## src/rtl/pwa_pkg.sv

```systemverilog
`default_nettype none
// ----------------------------------------------------------------------------
// pwa_pkg
// Shared types and constants of the periodic window averager.
// ----------------------------------------------------------------------------
package pwa_pkg;

  localparam int unsigned TS_W    = 31;
  localparam int unsigned SLOT_W  = 6;
  localparam int unsigned VAL_W   = 32;
  localparam int unsigned SUM_W   = 48;
  localparam int unsigned DIST_W  = 20;
  localparam int unsigned EVERY_W = 16;
  localparam int unsigned REP_W   = 11;
  localparam int unsigned START_W = 31;
  localparam int unsigned SPAN_W  = REP_W + EVERY_W;
  localparam int unsigned STEP_W  = $clog2(SUM_W + 1);

  localparam int unsigned IN_DATA_W  = 72;
  localparam int unsigned OUT_DATA_W = 40;
  localparam int unsigned OUT_USER_W = 2;
  localparam int unsigned CFG_IDX_W  = 2;
  localparam int unsigned CFG_DATA_W = 32;

  localparam logic [CFG_IDX_W-1:0] CFG_SAMPLE_EVERY  = 2'd0;
  localparam logic [CFG_IDX_W-1:0] CFG_REPEAT_COUNT  = 2'd1;
  localparam logic [CFG_IDX_W-1:0] CFG_WINDOW_PERIOD = 2'd2;
  localparam logic [CFG_IDX_W-1:0] CFG_START_STEP    = 2'd3;

  localparam logic [SUM_W-1:0] SUM_MAX = {1'b0, {(SUM_W-1){1'b1}}};
  localparam logic [SUM_W-1:0] SUM_MIN = {1'b1, {(SUM_W-1){1'b0}}};
  localparam logic [VAL_W-1:0] AVG_MAX = {1'b0, {(VAL_W-1){1'b1}}};
  localparam logic [VAL_W-1:0] AVG_MIN = {1'b1, {(VAL_W-1){1'b0}}};

  typedef struct packed {
    logic              start;
    logic [SUM_W-1:0]  dividend;
    logic [DIST_W-1:0] divisor;
    logic [STEP_W-1:0] steps;
  } div_req_t;

  typedef struct packed {
    logic              done;
    logic [SUM_W-1:0]  quot;
    logic [DIST_W-1:0] rem;
  } div_rsp_t;

endpackage
`default_nettype wire

```

## src/rtl/periodic_window_averager.sv

```systemverilog
`default_nettype none
// ----------------------------------------------------------------------------
// periodic_window_averager
// Per-slot windowed average of Q16.16 samples over periodic timestep windows.
// ----------------------------------------------------------------------------
// One item at a time: the block accepts no new item until the result of the last
// one is loaded into the output register, which may wait on m_axis_tready_i. Each
// item runs through the single bit-serial divider: timestep mod period (31 steps),
// distance mod sample_every (20 steps) and, for a sampled item at a window end,
// the 48 bit sum divided by repeat_count (48 steps). After reset the block clears
// its sum memory and accepts no item meanwhile; configuration writes are taken at
// any time.
module periodic_window_averager #(
  parameter int unsigned SLOTS = 64
) (
  input  wire logic                              clk_i,
  input  wire logic                              rst_ni,
  // cfg_index_i selects: 0 sample_every, 1 repeat_count, 2 window_period,
  // 3 start_step
  input  wire logic                              cfg_valid_i,
  output logic                                   cfg_ready_o,
  input  wire logic [pwa_pkg::CFG_IDX_W-1:0]     cfg_index_i,
  input  wire logic [pwa_pkg::CFG_DATA_W-1:0]    cfg_data_i,
  input  wire logic                              s_axis_tvalid_i,
  output logic                                   s_axis_tready_o,
  // [30:0] timestep, [36:31] slot, [68:37] sample_value, [71:69] zero
  input  wire logic [pwa_pkg::IN_DATA_W-1:0]     s_axis_tdata_i,
  // last_slot
  input  wire logic                              s_axis_tlast_i,
  output logic                                   m_axis_tvalid_o,
  input  wire logic                              m_axis_tready_i,
  // [5:0] slot_out, [37:6] average, [39:38] zero
  output logic      [pwa_pkg::OUT_DATA_W-1:0]    m_axis_tdata_o,
  // [0] sampled, [1] window_done
  output logic      [pwa_pkg::OUT_USER_W-1:0]    m_axis_tuser_o,
  // last_out
  output logic                                   m_axis_tlast_o
);

  localparam int unsigned AddrW = (SLOTS > 1) ? $clog2(SLOTS) : 1;

  localparam logic [3:0] S_CLEAR       = 4'd0;
  localparam logic [3:0] S_IDLE        = 4'd1;
  localparam logic [3:0] S_WAIT_PER    = 4'd2;
  localparam logic [3:0] S_START_EVERY = 4'd3;
  localparam logic [3:0] S_WAIT_EVERY  = 4'd4;
  localparam logic [3:0] S_ACC         = 4'd5;
  localparam logic [3:0] S_START_AVG   = 4'd6;
  localparam logic [3:0] S_WAIT_AVG    = 4'd7;
  localparam logic [3:0] S_OUT         = 4'd8;

  logic [3:0]                      state_q, state_d;
  logic [AddrW-1:0]                clr_q, clr_d;

  logic [pwa_pkg::EVERY_W-1:0]     every_q;
  logic [pwa_pkg::REP_W-1:0]       rep_q;
  logic [pwa_pkg::DIST_W-1:0]      per_q;
  logic [pwa_pkg::START_W-1:0]     start_q;
  logic [pwa_pkg::EVERY_W-1:0]     every_eff;
  logic [pwa_pkg::REP_W-1:0]       rep_eff;
  logic [pwa_pkg::DIST_W-1:0]      per_eff;

  logic [pwa_pkg::TS_W-1:0]        ts_q;
  logic [pwa_pkg::SLOT_W-1:0]      slot_q;
  logic signed [pwa_pkg::VAL_W-1:0] sample_q;
  logic                            last_q;
  logic [pwa_pkg::SPAN_W-1:0]      span_q;
  logic [pwa_pkg::DIST_W-1:0]      dist_q, dist_d;
  logic                            take_q, take_d;
  logic                            first_q, first_d;
  logic                            end_q, end_d;
  logic [pwa_pkg::SUM_W-1:0]       sum_q, sum_d;

  logic                            out_valid_q;
  logic [pwa_pkg::SLOT_W-1:0]      out_slot_q;
  logic [pwa_pkg::VAL_W-1:0]       out_avg_q;
  logic                            out_sampled_q;
  logic                            out_done_q;
  logic                            out_last_q;

  logic                            accept;
  logic                            out_free;
  logic                            out_load;
  logic                            slot_ok;
  logic [pwa_pkg::SUM_W-1:0]       base;
  logic [pwa_pkg::SUM_W:0]         acc_sum;
  logic [pwa_pkg::SUM_W-1:0]       acc_sat;
  logic [pwa_pkg::SUM_W-1:0]       sum_abs;
  logic [pwa_pkg::VAL_W-1:0]       avg_sat;

  logic                            ram_we;
  logic [AddrW-1:0]                ram_waddr;
  logic [pwa_pkg::SUM_W-1:0]       ram_wdata;
  logic [AddrW-1:0]                slot_addr;
  logic [pwa_pkg::SUM_W-1:0]       ram_rdata;

  pwa_pkg::div_req_t               div_req;
  pwa_pkg::div_rsp_t               div_rsp;

  assign every_eff = (every_q == '0) ? pwa_pkg::EVERY_W'(1) : every_q;
  assign rep_eff   = (rep_q == '0) ? pwa_pkg::REP_W'(1) : rep_q;
  assign per_eff   = (per_q == '0) ? pwa_pkg::DIST_W'(1) : per_q;

  assign cfg_ready_o     = 1'b1;
  assign s_axis_tready_o = (state_q == S_IDLE);
  assign accept          = s_axis_tvalid_i && s_axis_tready_o;
  assign out_free        = !out_valid_q || m_axis_tready_i;
  assign out_load        = (state_q == S_OUT) && out_free;
  assign slot_ok         = 32'(slot_q) < 32'(SLOTS);
  assign slot_addr       = AddrW'(slot_q);

  always_ff @(posedge clk_i or negedge rst_ni) begin
    if (!rst_ni) begin
      every_q <= pwa_pkg::EVERY_W'(1);
      rep_q   <= pwa_pkg::REP_W'(1);
      per_q   <= pwa_pkg::DIST_W'(1);
      start_q <= '0;
    end else if (cfg_valid_i && cfg_ready_o) begin
      case (cfg_index_i)
        pwa_pkg::CFG_SAMPLE_EVERY:  every_q <= cfg_data_i[pwa_pkg::EVERY_W-1:0];
        pwa_pkg::CFG_REPEAT_COUNT:  rep_q   <= cfg_data_i[pwa_pkg::REP_W-1:0];
        pwa_pkg::CFG_WINDOW_PERIOD: per_q   <= cfg_data_i[pwa_pkg::DIST_W-1:0];
        pwa_pkg::CFG_START_STEP:    start_q <= cfg_data_i[pwa_pkg::START_W-1:0];
        default: ;
      endcase
    end
  end

  always_comb begin
    div_req       = '0;
    div_req.steps = pwa_pkg::STEP_W'(pwa_pkg::TS_W);
    case (state_q)
      S_IDLE: begin
        div_req.start    = accept;
        div_req.dividend = {s_axis_tdata_i[pwa_pkg::TS_W-1:0],
                            (pwa_pkg::SUM_W - pwa_pkg::TS_W)'(0)};
        div_req.divisor  = per_eff;
        div_req.steps    = pwa_pkg::STEP_W'(pwa_pkg::TS_W);
      end
      S_START_EVERY: begin
        div_req.start    = 1'b1;
        div_req.dividend = {dist_q, (pwa_pkg::SUM_W - pwa_pkg::DIST_W)'(0)};
        div_req.divisor  = pwa_pkg::DIST_W'(every_eff);
        div_req.steps    = pwa_pkg::STEP_W'(pwa_pkg::DIST_W);
      end
      S_START_AVG: begin
        div_req.start    = 1'b1;
        div_req.dividend = sum_abs;
        div_req.divisor  = pwa_pkg::DIST_W'(rep_eff);
        div_req.steps    = pwa_pkg::STEP_W'(pwa_pkg::SUM_W);
      end
      default: ;
    endcase
  end

  pwa_div u_div (
    .clk_i  (clk_i),
    .rst_ni (rst_ni),
    .req_i  (div_req),
    .rsp_o  (div_rsp)
  );

  always_comb begin
    base    = first_q ? '0 : ram_rdata;
    acc_sum = {base[pwa_pkg::SUM_W-1], base}
            + (pwa_pkg::SUM_W + 1)'(sample_q);
    if (acc_sum[pwa_pkg::SUM_W] != acc_sum[pwa_pkg::SUM_W-1]) begin
      acc_sat = acc_sum[pwa_pkg::SUM_W] ? pwa_pkg::SUM_MIN : pwa_pkg::SUM_MAX;
    end else begin
      acc_sat = acc_sum[pwa_pkg::SUM_W-1:0];
    end
    sum_abs = sum_q[pwa_pkg::SUM_W-1] ? (~sum_q + 1'b1) : sum_q;
    if (&sum_q[pwa_pkg::SUM_W-1:pwa_pkg::VAL_W-1] ||
        ~|sum_q[pwa_pkg::SUM_W-1:pwa_pkg::VAL_W-1]) begin
      avg_sat = sum_q[pwa_pkg::VAL_W-1:0];
    end else begin
      avg_sat = sum_q[pwa_pkg::SUM_W-1] ? pwa_pkg::AVG_MIN : pwa_pkg::AVG_MAX;
    end
  end

  always_comb begin
    state_d = state_q;
    clr_d   = clr_q;
    dist_d  = dist_q;
    take_d  = take_q;
    first_d = first_q;
    end_d   = end_q;
    sum_d   = sum_q;
    case (state_q)
      S_CLEAR: begin
        clr_d = clr_q + 1'b1;
        if (clr_q == AddrW'(SLOTS - 1)) begin
          state_d = S_IDLE;
        end
      end
      S_IDLE: begin
        if (accept) begin
          state_d = S_WAIT_PER;
        end
      end
      S_WAIT_PER: begin
        if (div_rsp.done) begin
          dist_d  = (div_rsp.rem == '0) ? '0 : per_eff - div_rsp.rem;
          state_d = S_START_EVERY;
        end
      end
      S_START_EVERY: begin
        state_d = S_WAIT_EVERY;
      end
      S_WAIT_EVERY: begin
        if (div_rsp.done) begin
          take_d  = slot_ok && (div_rsp.rem == '0)
                 && (pwa_pkg::SPAN_W'(dist_q) <= span_q)
                 && (ts_q >= start_q);
          first_d = pwa_pkg::SPAN_W'(dist_q) == span_q;
          end_d   = dist_q == '0;
          state_d = S_ACC;
        end
      end
      S_ACC: begin
        sum_d   = acc_sat;
        state_d = (take_q && end_q) ? S_START_AVG : S_OUT;
      end
      S_START_AVG: begin
        state_d = S_WAIT_AVG;
      end
      S_WAIT_AVG: begin
        if (div_rsp.done) begin
          sum_d   = sum_q[pwa_pkg::SUM_W-1] ? (~div_rsp.quot + 1'b1) : div_rsp.quot;
          state_d = S_OUT;
        end
      end
      S_OUT: begin
        if (out_free) begin
          state_d = S_IDLE;
        end
      end
      default: begin
        state_d = S_IDLE;
      end
    endcase
  end

  always_ff @(posedge clk_i or negedge rst_ni) begin
    if (!rst_ni) begin
      state_q     <= S_CLEAR;
      clr_q       <= '0;
      out_valid_q <= 1'b0;
    end else begin
      state_q <= state_d;
      clr_q   <= clr_d;
      if (out_load) begin
        out_valid_q <= 1'b1;
      end else if (m_axis_tready_i) begin
        out_valid_q <= 1'b0;
      end
    end
  end

  always_ff @(posedge clk_i) begin
    if (accept) begin
      ts_q     <= s_axis_tdata_i[pwa_pkg::TS_W-1:0];
      slot_q   <= s_axis_tdata_i[pwa_pkg::TS_W +: pwa_pkg::SLOT_W];
      sample_q <= s_axis_tdata_i[pwa_pkg::TS_W + pwa_pkg::SLOT_W +: pwa_pkg::VAL_W];
      last_q   <= s_axis_tlast_i;
      span_q   <= pwa_pkg::SPAN_W'((pwa_pkg::SPAN_W'(rep_eff) - 1'b1)
                                   * pwa_pkg::SPAN_W'(every_eff));
    end
    dist_q  <= dist_d;
    take_q  <= take_d;
    first_q <= first_d;
    end_q   <= end_d;
    sum_q   <= sum_d;
    if (out_load) begin
      out_slot_q    <= slot_q;
      out_sampled_q <= take_q;
      out_done_q    <= take_q && end_q;
      out_avg_q     <= (take_q && end_q) ? avg_sat : '0;
      out_last_q    <= last_q;
    end
  end

  assign ram_we    = (state_q == S_CLEAR) || (out_load && take_q);
  assign ram_waddr = (state_q == S_CLEAR) ? clr_q : slot_addr;
  assign ram_wdata = (state_q == S_CLEAR) ? '0 : sum_q;

  pwa_ram #(
    .Width (pwa_pkg::SUM_W),
    .Depth (SLOTS)
  ) u_sums (
    .clk_i   (clk_i),
    .we_i    (ram_we),
    .waddr_i (ram_waddr),
    .wdata_i (ram_wdata),
    .raddr_i (slot_addr),
    .rdata_o (ram_rdata)
  );

  assign m_axis_tvalid_o = out_valid_q;
  assign m_axis_tdata_o  = {(pwa_pkg::OUT_DATA_W - pwa_pkg::SLOT_W - pwa_pkg::VAL_W)'(0),
                            out_avg_q, out_slot_q};
  assign m_axis_tuser_o  = {out_done_q, out_sampled_q};
  assign m_axis_tlast_o  = out_last_q;

  assert property (@(posedge clk_i) disable iff (!rst_ni) accept |=> !s_axis_tready_o)
    else $error("second item accepted while one is in progress");
  assert property (@(posedge clk_i) disable iff (!rst_ni)
      (ram_we && state_q != S_CLEAR) |-> (take_q && slot_ok))
    else $error("sum memory written for an item that was not sampled");
  assert property (@(posedge clk_i) disable iff (!rst_ni)
      div_rsp.done |-> (state_q == S_WAIT_PER || state_q == S_WAIT_EVERY
                        || state_q == S_WAIT_AVG))
    else $error("divider result arrived outside a wait state");
  assert property (@(posedge clk_i) disable iff (!rst_ni)
      m_axis_tvalid_o |-> (!m_axis_tuser_o[1] || m_axis_tuser_o[0]))
    else $error("window end reported without a sample");

endmodule
`default_nettype wire

```

## src/rtl/pwa_ram.sv

```systemverilog
`default_nettype none
// ----------------------------------------------------------------------------
// pwa_ram
// Generic single-write, single-read RAM with registered read data.
// ----------------------------------------------------------------------------
module pwa_ram #(
  parameter int unsigned Width = 48,
  parameter int unsigned Depth = 64
) (
  input  wire logic                                       clk_i,
  input  wire logic                                       we_i,
  input  wire logic [((Depth > 1) ? $clog2(Depth) : 1)-1:0] waddr_i,
  input  wire logic [Width-1:0]                           wdata_i,
  input  wire logic [((Depth > 1) ? $clog2(Depth) : 1)-1:0] raddr_i,
  output logic      [Width-1:0]                           rdata_o
);

  logic [Width-1:0] mem_q [Depth];

  always_ff @(posedge clk_i) begin
    if (we_i) begin
      mem_q[waddr_i] <= wdata_i;
    end
    rdata_o <= mem_q[raddr_i];
  end

endmodule
`default_nettype wire

```

## src/rtl/pwa_div.sv

```systemverilog
`default_nettype none
// ----------------------------------------------------------------------------
// pwa_div
// Shared restoring divider, one quotient bit per cycle, left-aligned dividend.
// ----------------------------------------------------------------------------
module pwa_div (
  input  wire logic              clk_i,
  input  wire logic              rst_ni,
  input  wire pwa_pkg::div_req_t req_i,
  output pwa_pkg::div_rsp_t      rsp_o
);

  logic                              busy_q, busy_d;
  logic                              done_q, done_d;
  logic [pwa_pkg::STEP_W-1:0]        cnt_q, cnt_d;
  logic [pwa_pkg::SUM_W-1:0]         quo_q, quo_d;
  logic [pwa_pkg::DIST_W-1:0]        rem_q, rem_d;
  logic [pwa_pkg::DIST_W-1:0]        dvs_q, dvs_d;
  logic [pwa_pkg::DIST_W:0]          part;
  logic [pwa_pkg::DIST_W:0]          diff;
  logic                              ge;

  always_comb begin
    part = {rem_q, quo_q[pwa_pkg::SUM_W-1]};
    ge   = part >= {1'b0, dvs_q};
    diff = part - {1'b0, dvs_q};
  end

  always_comb begin
    busy_d = busy_q;
    done_d = 1'b0;
    cnt_d  = cnt_q;
    quo_d  = quo_q;
    rem_d  = rem_q;
    dvs_d  = dvs_q;
    if (req_i.start) begin
      busy_d = 1'b1;
      cnt_d  = req_i.steps;
      quo_d  = req_i.dividend;
      rem_d  = '0;
      dvs_d  = req_i.divisor;
    end else if (busy_q) begin
      quo_d = {quo_q[pwa_pkg::SUM_W-2:0], ge};
      rem_d = ge ? diff[pwa_pkg::DIST_W-1:0] : part[pwa_pkg::DIST_W-1:0];
      cnt_d = cnt_q - 1'b1;
      if (cnt_q == pwa_pkg::STEP_W'(1)) begin
        busy_d = 1'b0;
        done_d = 1'b1;
      end
    end
  end

  always_ff @(posedge clk_i or negedge rst_ni) begin
    if (!rst_ni) begin
      busy_q <= 1'b0;
      done_q <= 1'b0;
      cnt_q  <= '0;
    end else begin
      busy_q <= busy_d;
      done_q <= done_d;
      cnt_q  <= cnt_d;
    end
  end

  always_ff @(posedge clk_i) begin
    quo_q <= quo_d;
    rem_q <= rem_d;
    dvs_q <= dvs_d;
  end

  assign rsp_o.done = done_q;
  assign rsp_o.quot = quo_q;
  assign rsp_o.rem  = rem_q;

  assert property (@(posedge clk_i) disable iff (!rst_ni) req_i.start |-> !busy_q)
    else $error("divider restarted while busy");
  assert property (@(posedge clk_i) disable iff (!rst_ni) done_q |-> !busy_q)
    else $error("divider done while still busy");
  assert property (@(posedge clk_i) disable iff (!rst_ni)
      (busy_q && !req_i.start && cnt_q == pwa_pkg::STEP_W'(1)) |=> done_q)
    else $error("divider missed its done pulse");

endmodule
`default_nettype wire

```

## config.mk

```make
export PLATFORM = sky130hd
export DESIGN_NAME = periodic_window_averager
export DESIGN_NICKNAME = d
export VERILOG_FILES = /design/src/rtl/pwa_pkg.sv /design/src/rtl/periodic_window_averager.sv /design/src/rtl/pwa_ram.sv /design/src/rtl/pwa_div.sv
export SDC_FILE = /design/constraint.sdc
export NUM_CORES = 2
export LEC_CHECK = 0
export BUFFER_PORTS_ARGS = -buffer_cell sky130_fd_sc_hd__buf_2
export CAP_MARGIN = 40
export CELL_PAD_IN_SITES_DETAIL_PLACEMENT = 0
export CELL_PAD_IN_SITES_GLOBAL_PLACEMENT = 2
export CORE_MARGIN = 2
export CORE_UTILIZATION = 26
export DETAILED_ROUTE_END_ITERATION = 8
export MAX_ROUTING_LAYER = met4
export PLACE_DENSITY_LB_ADDON = 0.1
export SYNTH_ARGS = -nofsm -noshare
export SYNTH_HDL_FRONTEND = slang
export SYNTH_SLANG_ARGS = --single-unit
```

## constraint.sdc

```tcl
create_clock -name clk_i -period 8.8 [get_ports clk_i]
set_input_delay 0.44 -clock clk_i [delete_from_list [all_inputs] [get_ports clk_i]]
set_output_delay 0.44 -clock clk_i [all_outputs]
set_load 0.05 [all_outputs]
```

# Yosys cells after proc, flatten, opt, wreduce, memory -nomap -nowiden
# Memory sizes are Yosys's and may differ from the RTL's. A register that Yosys moved wholly into a read port is not among the register bits.
# Index checks and enable logic that the tools add are counted.
# word_totals
mem_bits_rw,3072
input_bits,112
romBits,0
register_bits,394
latchBits,0
output_inout_bits,46
memories,1
word_cells,133
# memory_table
memory,depth,word_bits,rd,rd_clocked_by_memory_dff,write_ports,line,rtl
u_sums.mem_q,64,48,1,1,1,pwa_ram.sv:18,logic [Width-1:0] mem_q [Depth];
# classes
shifts,0
bitwise,2
muxes,38
multipliers,1
magnitude_cmp,3
add_sub_neg,8
eq_ne,21
div_mod_pow,0
reduce_logical,31
# op_table
operator,n
48-bit 2-to-1 mux,9
75-bit one-hot mux with 3 select lines,1
"48-bit by 1-bit adder with 48-bit output, second input constant",2
48-bit NOT,2
48-bit one-hot mux with 2 select lines,1
32-bit 2-to-1 mux,2
20-bit zero test,3
48-bit by 32-bit adder with 49-bit output,1
20-bit 2-to-1 mux,2
20-bit subtractor,2
4-bit one-hot mux with 9 select lines,1
31-bit >= comparator,1
4-bit 2-to-1 mux,7
20-bit by 27-bit == test with 1-bit output,1
20-bit by 27-bit <= comparator with 1-bit output,1
12-bit by 17-bit multiplier with 27-bit output,1
21-bit by 20-bit >= comparator with 1-bit output,1
6-bit 2-to-1 mux,3
17-bit AND reduction,1
17-bit OR reduction,1
"4-bit by 3-bit == test with 1-bit output, second input constant",4
16-bit zero test,1
16-bit 2-to-1 mux,1
2-bit AND reduction,7
other kinds (23),48

# Longest topological paths before layout
# logic_depth
depth_word,7
mapped_depth,32
ltp_nobuf,28

# Hierarchy
# A second synthesis with hierarchy kept.
# unflattened
cells_unflattened,8086
hier_area_um2,147813.0
# by_module_without_submodules
mod,n_inst,cells_per_inst,area_each_um2,seq_area_each_um2
pwa_ram,1,4970,117117.3,93209.4
periodic_window_averager,1,2676,25632.1,8506.9
pwa_div,1,440,5063.6,2642.5

# Worst setup path before layout
# OpenSTA, ideal clock, no wires.
# synth_path
kind,flip-flop to flip-flop
start,register rep_q[2] (netlist bit)
end,register span_q[26] (netlist bit) (data pin)
synth_period_minus_slack_ps,7206
n_path_buf,4
slack_ps,1594
path_stages_with_launch,31
arrival_time_ps,6942
setup_ps,265
required_time_ps,8535
cell_sequence,dfrtp_1 > clkbuf_1 > nor4_1 > a31oi_1 > clkbuf_1 > clkbuf_1 > ha_1 > nand2_1 > nor3_1 > xor2_1 > clkbuf_1 > nand2_1 > fa_1 > inv_1 > fa_1 > fa_1 > fa_1 > inv_1 > fa_1 > inv_1 > ha_1 > and4_1 > nand2_1 > a211oi_1 > o21a_1 > a31oi_1 > a211o_1 > o21ai_0 > o21ai_0 > a21oi_1 > a31oi_1
# synth_via
elab_chain_cells,4
# synth_lines
element,line,rtl
"start, declared",periodic_window_averager.sv:56,logic [pwa_pkg::REP_W-1:0] rep_q;
"start signal, assigned",periodic_window_averager.sv:115,rep_q <= pwa_pkg::REP_W'(1);
"start signal, assigned",periodic_window_averager.sv:121,pwa_pkg::CFG_REPEAT_COUNT: rep_q <= cfg_data_i[pwa_pkg::REP_W-1:0];
11-bit zero test,periodic_window_averager.sv:101,assign rep_eff = (rep_q == '0) ? pwa_pkg::REP_W'(1) : rep_q;
11-bit 2-to-1 mux *,periodic_window_averager.sv:101,
11-bit by 1-bit subtractor with 12-bit output *,periodic_window_averager.sv:266,span_q <= pwa_pkg::SPAN_W'((pwa_pkg::SPAN_W'(rep_eff) - 1'b1)
12-bit by 17-bit multiplier with 27-bit output *,periodic_window_averager.sv:267,* pwa_pkg::SPAN_W'(every_eff));
"end signal, assigned",periodic_window_averager.sv:266,
"end, declared",periodic_window_averager.sv:67,logic [pwa_pkg::SPAN_W-1:0] span_q;
# Mark *: on every way between the ends. The rest lies on a longest branch, timed or not.
# A chain may end at the register's enable or synchronous reset.

# Worst setup path in the final report
# Same ends and word-level chain as after synthesis.

==> summary.md <==
| Metric | Value |
|---|---|
| Status | `complete, no violations` |
| Bufs on Longest Clock Path | `4` |
| Die W | `757.6 microns` |
| Post-synth top area share | `about two thirds` |
| Clock Tree Root | `clkbuf_16` |
| Hold path startpoint | `s_axis_tvalid_i` |
| Max-slew headroom | `between 30% and 40%` |
| Via density | `4.813` |
| Slew Limit Fails | `0` |
| Number of buffers created by CTS | `411` |
| Post-route ant nets | `0` |
| Worst setup SP type | `flip-flop` |
| Final min period | `a little under 8 ns` |
| Largest family of logic cells by synthesized area | `multiplexers` |
| CTS tree | `yes` |
| Cell count after synthesis | `7609` |
| Worst-skew pair later-pin latency | `1.02 ns` |
| Period utilization | `between 80% and 90%` |
| Yosys reg bits | `3514` |
| Mux cell area share after synthesis | `between 10% and 20%` |
| Synth Area in Simple Gates | `under 10%` |
| Ys flop type | `edfxtp_1` |
| Peak Freq | `127.0 MHz` |
| Slowest CP cell | `xor2_1` |
| Max-cap violations | `0` |
| GPL Wtd Cong | `0.7618` |
| CP Data Required Time | `between 9 and 10 ns` |
| Avg Inst Size Synth | `19.40 sq um` |
| # DRC | `0` |
| WHS | `0.1250 ns` |
| Sequential share of the synthesized area | `around 70%` |
| Setup Skew | `0.07151 ns` |
| Vias in the first global route | `approximately 80k` |
| Compound-Gate Fraction of Synth Area | `2.943%` |
| CP Data Arrival Time | `8.58 ns` |
| Final WL | `525.5 mm` |
| Layout cells sized above 1 | `27.17%` |
| Reg2reg start | `rep_q[2]` |
| Hold WC Path Type | `in -> reg` |
| Critical path capture point type | `flip-flop` |
| Ys Warns | `0` |
| DR iter-0 viols | `about 7.3k` |
| Clk sinks | `3514` |
| Die area | `573900 sq um` |
| Global Route Usage Sum | `18.53%` |
| Final net count | `about 8.7k` |
| Die H | `approximately 760 microns` |
| Vias | `77.81k` |
| Crit Path Max Fanout | `19` |
| Starting density of the core | `between 20% and 30%` |
| First-pass GRT wire length | `709.1 mm` |
| Worst slack, placed | `around 0.88 ns` |
| Setup TNS Final | `0 ns` |
| Top delay family on crit path | `adder cells` |
| Core area | `between 500000 and 600000 sq um` |
| Initial antenna violation count | `73` |
| Post-synth top area cell | `edfxtp_1` |
| Clock transition at path regs | `roughly 0.06 ns` |
| Worst setup path startpoint | `rep_q[2]` |
| Post-Synth Adder-Cell Area | `3.808%` |
| RSZ-0062 raised after global routing | `false` |
| Hold Vio Cnt, Final | `0` |
| Setup-failing EPs final | `0` |
| Post-cts resize count | `0` |
| First drt pass iteration count | `5` |
| Max VDD drop | `0.0004920 V` |
| Post-DP HPWL | `326.2 mm` |
| Largest net degree at the start of global routing | `about 110` |
| Most used cell, CP | `fa_1` |
| CP peak stage delay | `roughly 0.60 ns` |
| Async set-reset flop share out of synthesis | `2.760%` |
| Library cells used by synthesis | `between 80 and 90` |
| I/O pin cnt | `~160` |
| CP Class | `reg -> reg` |
| Count of buffer and inverter cells on the critical path | `6` |
| Placement row count | `276` |
| PortBufs | `150` |
| Grt total ovfl | `0` |
| Synth top area cells | `edfxtp_1, mux4_2, fa_1` |
| Filler cells | `between 50k and 60k` |
| Final worst slack | `between 0.9 and 1 ns` |
| Synth-to-layout area growth | `19.27%` |
| H-tree depth | `5` |
| Cell Area, Synth | `147700 sq um` |
| XOR/XNOR Fraction of Synth Area | `1.186%` |
| Leakage | `57.58 nW` |
| R2R Setup Slk | `around 0.93 ns` |
| Slew @ Worst Pin | `0.9164 ns` |
| Post-synth EDFFs | `between 3k and 4k` |
| Routed WL per cell | `around 33 microns` |
| Pwr dens | `between 300 and 400 nW/um^2` |
==> power by group <==
part | internal (mW) | leakage (nW) | switching [mW] | total [mW]
logic | 7.69 | 19.1 | 12.7 | 20.4
registers | 22.5 | 32.1 | 1.13 | 23.7
clock network | 9.89 | 6.45 | 7.14 | 17.0
total | 40.1 | 57.6 | 21.0 | 61.1
==> cell families after synthesis <==
| group | Yosys count |
|---|---|
| DFF | 3514 |
| muxes | 1117 |
| and+or+nand+nor | 1013 |
| AOI/OAI and AO/OA | 675 |
| other | 2 |
| buffers and inverters | 725 |
| xor gates and xnor gates | 200 |
| adders and majority gates | 363 |
==> cell usage after synthesis (37+ instances only) <==
cell type,instances
nand2b_1,41
o21ai_0,154
a21oi_1,196
nand3_1,37
fa_1,144
a21o_1,40
buf_1,90
xor2_1,109
dfxtp_1,68
o31ai_1,41
mux2_2,95
clkbuf_1,286
xnor2_1,91
nand2_1,267
nor3_1,47
edfxtp_1,3349
nor2_1,271
and2_1,61
dfrtp_1,94
nor2b_1,124
ha_1,219
inv_1,333
mux4_2,995
==> worst reg2reg max path: cells and delay by family, from the launching register on <==
| kind | cells | cell delay (ns) |
|---|---|---|
| adder cells (fa/ha/maj) | 6 | 2.92 |
| AO/OA/AOI/OAI | 9 | 1.71 |
| buffers and inverters | 6 | 0.95 |
| AND/OR/NAND/NOR | 6 | 0.92 |
| XOR/XNOR | 1 | 0.60 |
| flip-flops | 1 | 0.47 |
==> sequential cells by signal, indices dropped and copies added, names as in the netlist, 27 cells and up <==
signal,count
out_avg_q,32
sum_q,48
u_div.quo_q,48
u_sums.mem_q,3072
ts_q,31
u_sums.rdata_o,48
span_q,27
sample_q,32
start_q,31
==> placed cells by master (no fill, tap or decap), types with 120 or more instances in the layout <==
| cell | Yosys | routed |
|---|---|---|
| mux4_2 | 995 | 995 |
| clkbuf_1 | 286 | 120 |
| edfxtp_1 | 3349 | 3349 |
| o21ai_0 | 154 | 152 |
| ha_1 | 219 | 219 |
| buf_2 | 1 | 151 |
| a21oi_1 | 196 | 194 |
| fa_1 | 144 | 144 |
| nor2_1 | 271 | 201 |
| buf_4 | 5 | 238 |
| nand2_1 | 267 | 267 |
| clkbuf_16 | 0 | 414 |
| inv_1 | 333 | 332 |
==> worst paths after layout <==
| check | end | cells after the start |
|---|---|---|
| setup / recovery | span_q[26] | 28 |
| max in group asynchronous | every_q[0] | 5 |
| setup reg to reg | span_q[26] | 28 |
| min in group asynchronous | clr_q[2] | 3 |
| hold reg to reg | m_axis_tlast_o | 0 |
| hold / removal | ts_q[10] | 2 |
==> metrics by stage <==
stage               util, %  total power [mW]  instance area (sq um)  std cells
floorplan                 -             36.66                 147700       7626
global placement      28.24             44.40                 159600      15160
detailed placement    28.57             44.81                 161500      15250
CTS                   31.12             62.22                 175900      16110
global route          31.15             64.87                 176100      16160
finish                31.15             61.12                 176100      16170
==> metal layers <==
layer / vias to the layer above / track usage, % / part of all wire (%) / wire length (microns)
met5: - / - / 0 / 0
met1: 42800 / 25.17 / 45 / 236000
met2: 2236 / 29.17 / 47 / 246700
met3: 676 / 2.992 / 5.5 / 28800
li1: 32100 / - / - / -
met4: 0 / 4.481 / 2.7 / 13970
==> area by class of cell <==
type / instances / area (sq um) / area share, %
flip-flops and latches: 3514 / 104400 / 59.26
multi-input cells: 3387 / 41470 / 23.55
clock buffers: 556 / 11110 / 6.311
well taps: 7506 / 9392 / 5.333
repair buffers: 609 / 6160 / 3.498
clock inverters: 208 / 2213 / 1.257
inverters: 336 / 1261 / 0.7162
diodes: 52 / 130.1 / 0.07389
==> timing repair <==
action | in CTS | in global routing
buffers inserted | 0 | 0
hold endpoints to repair | 219 | 0
endpoints found under the setup margin | 0 | 0
hold buffers | 105 | 0
(Power assumes the default switching activity.)
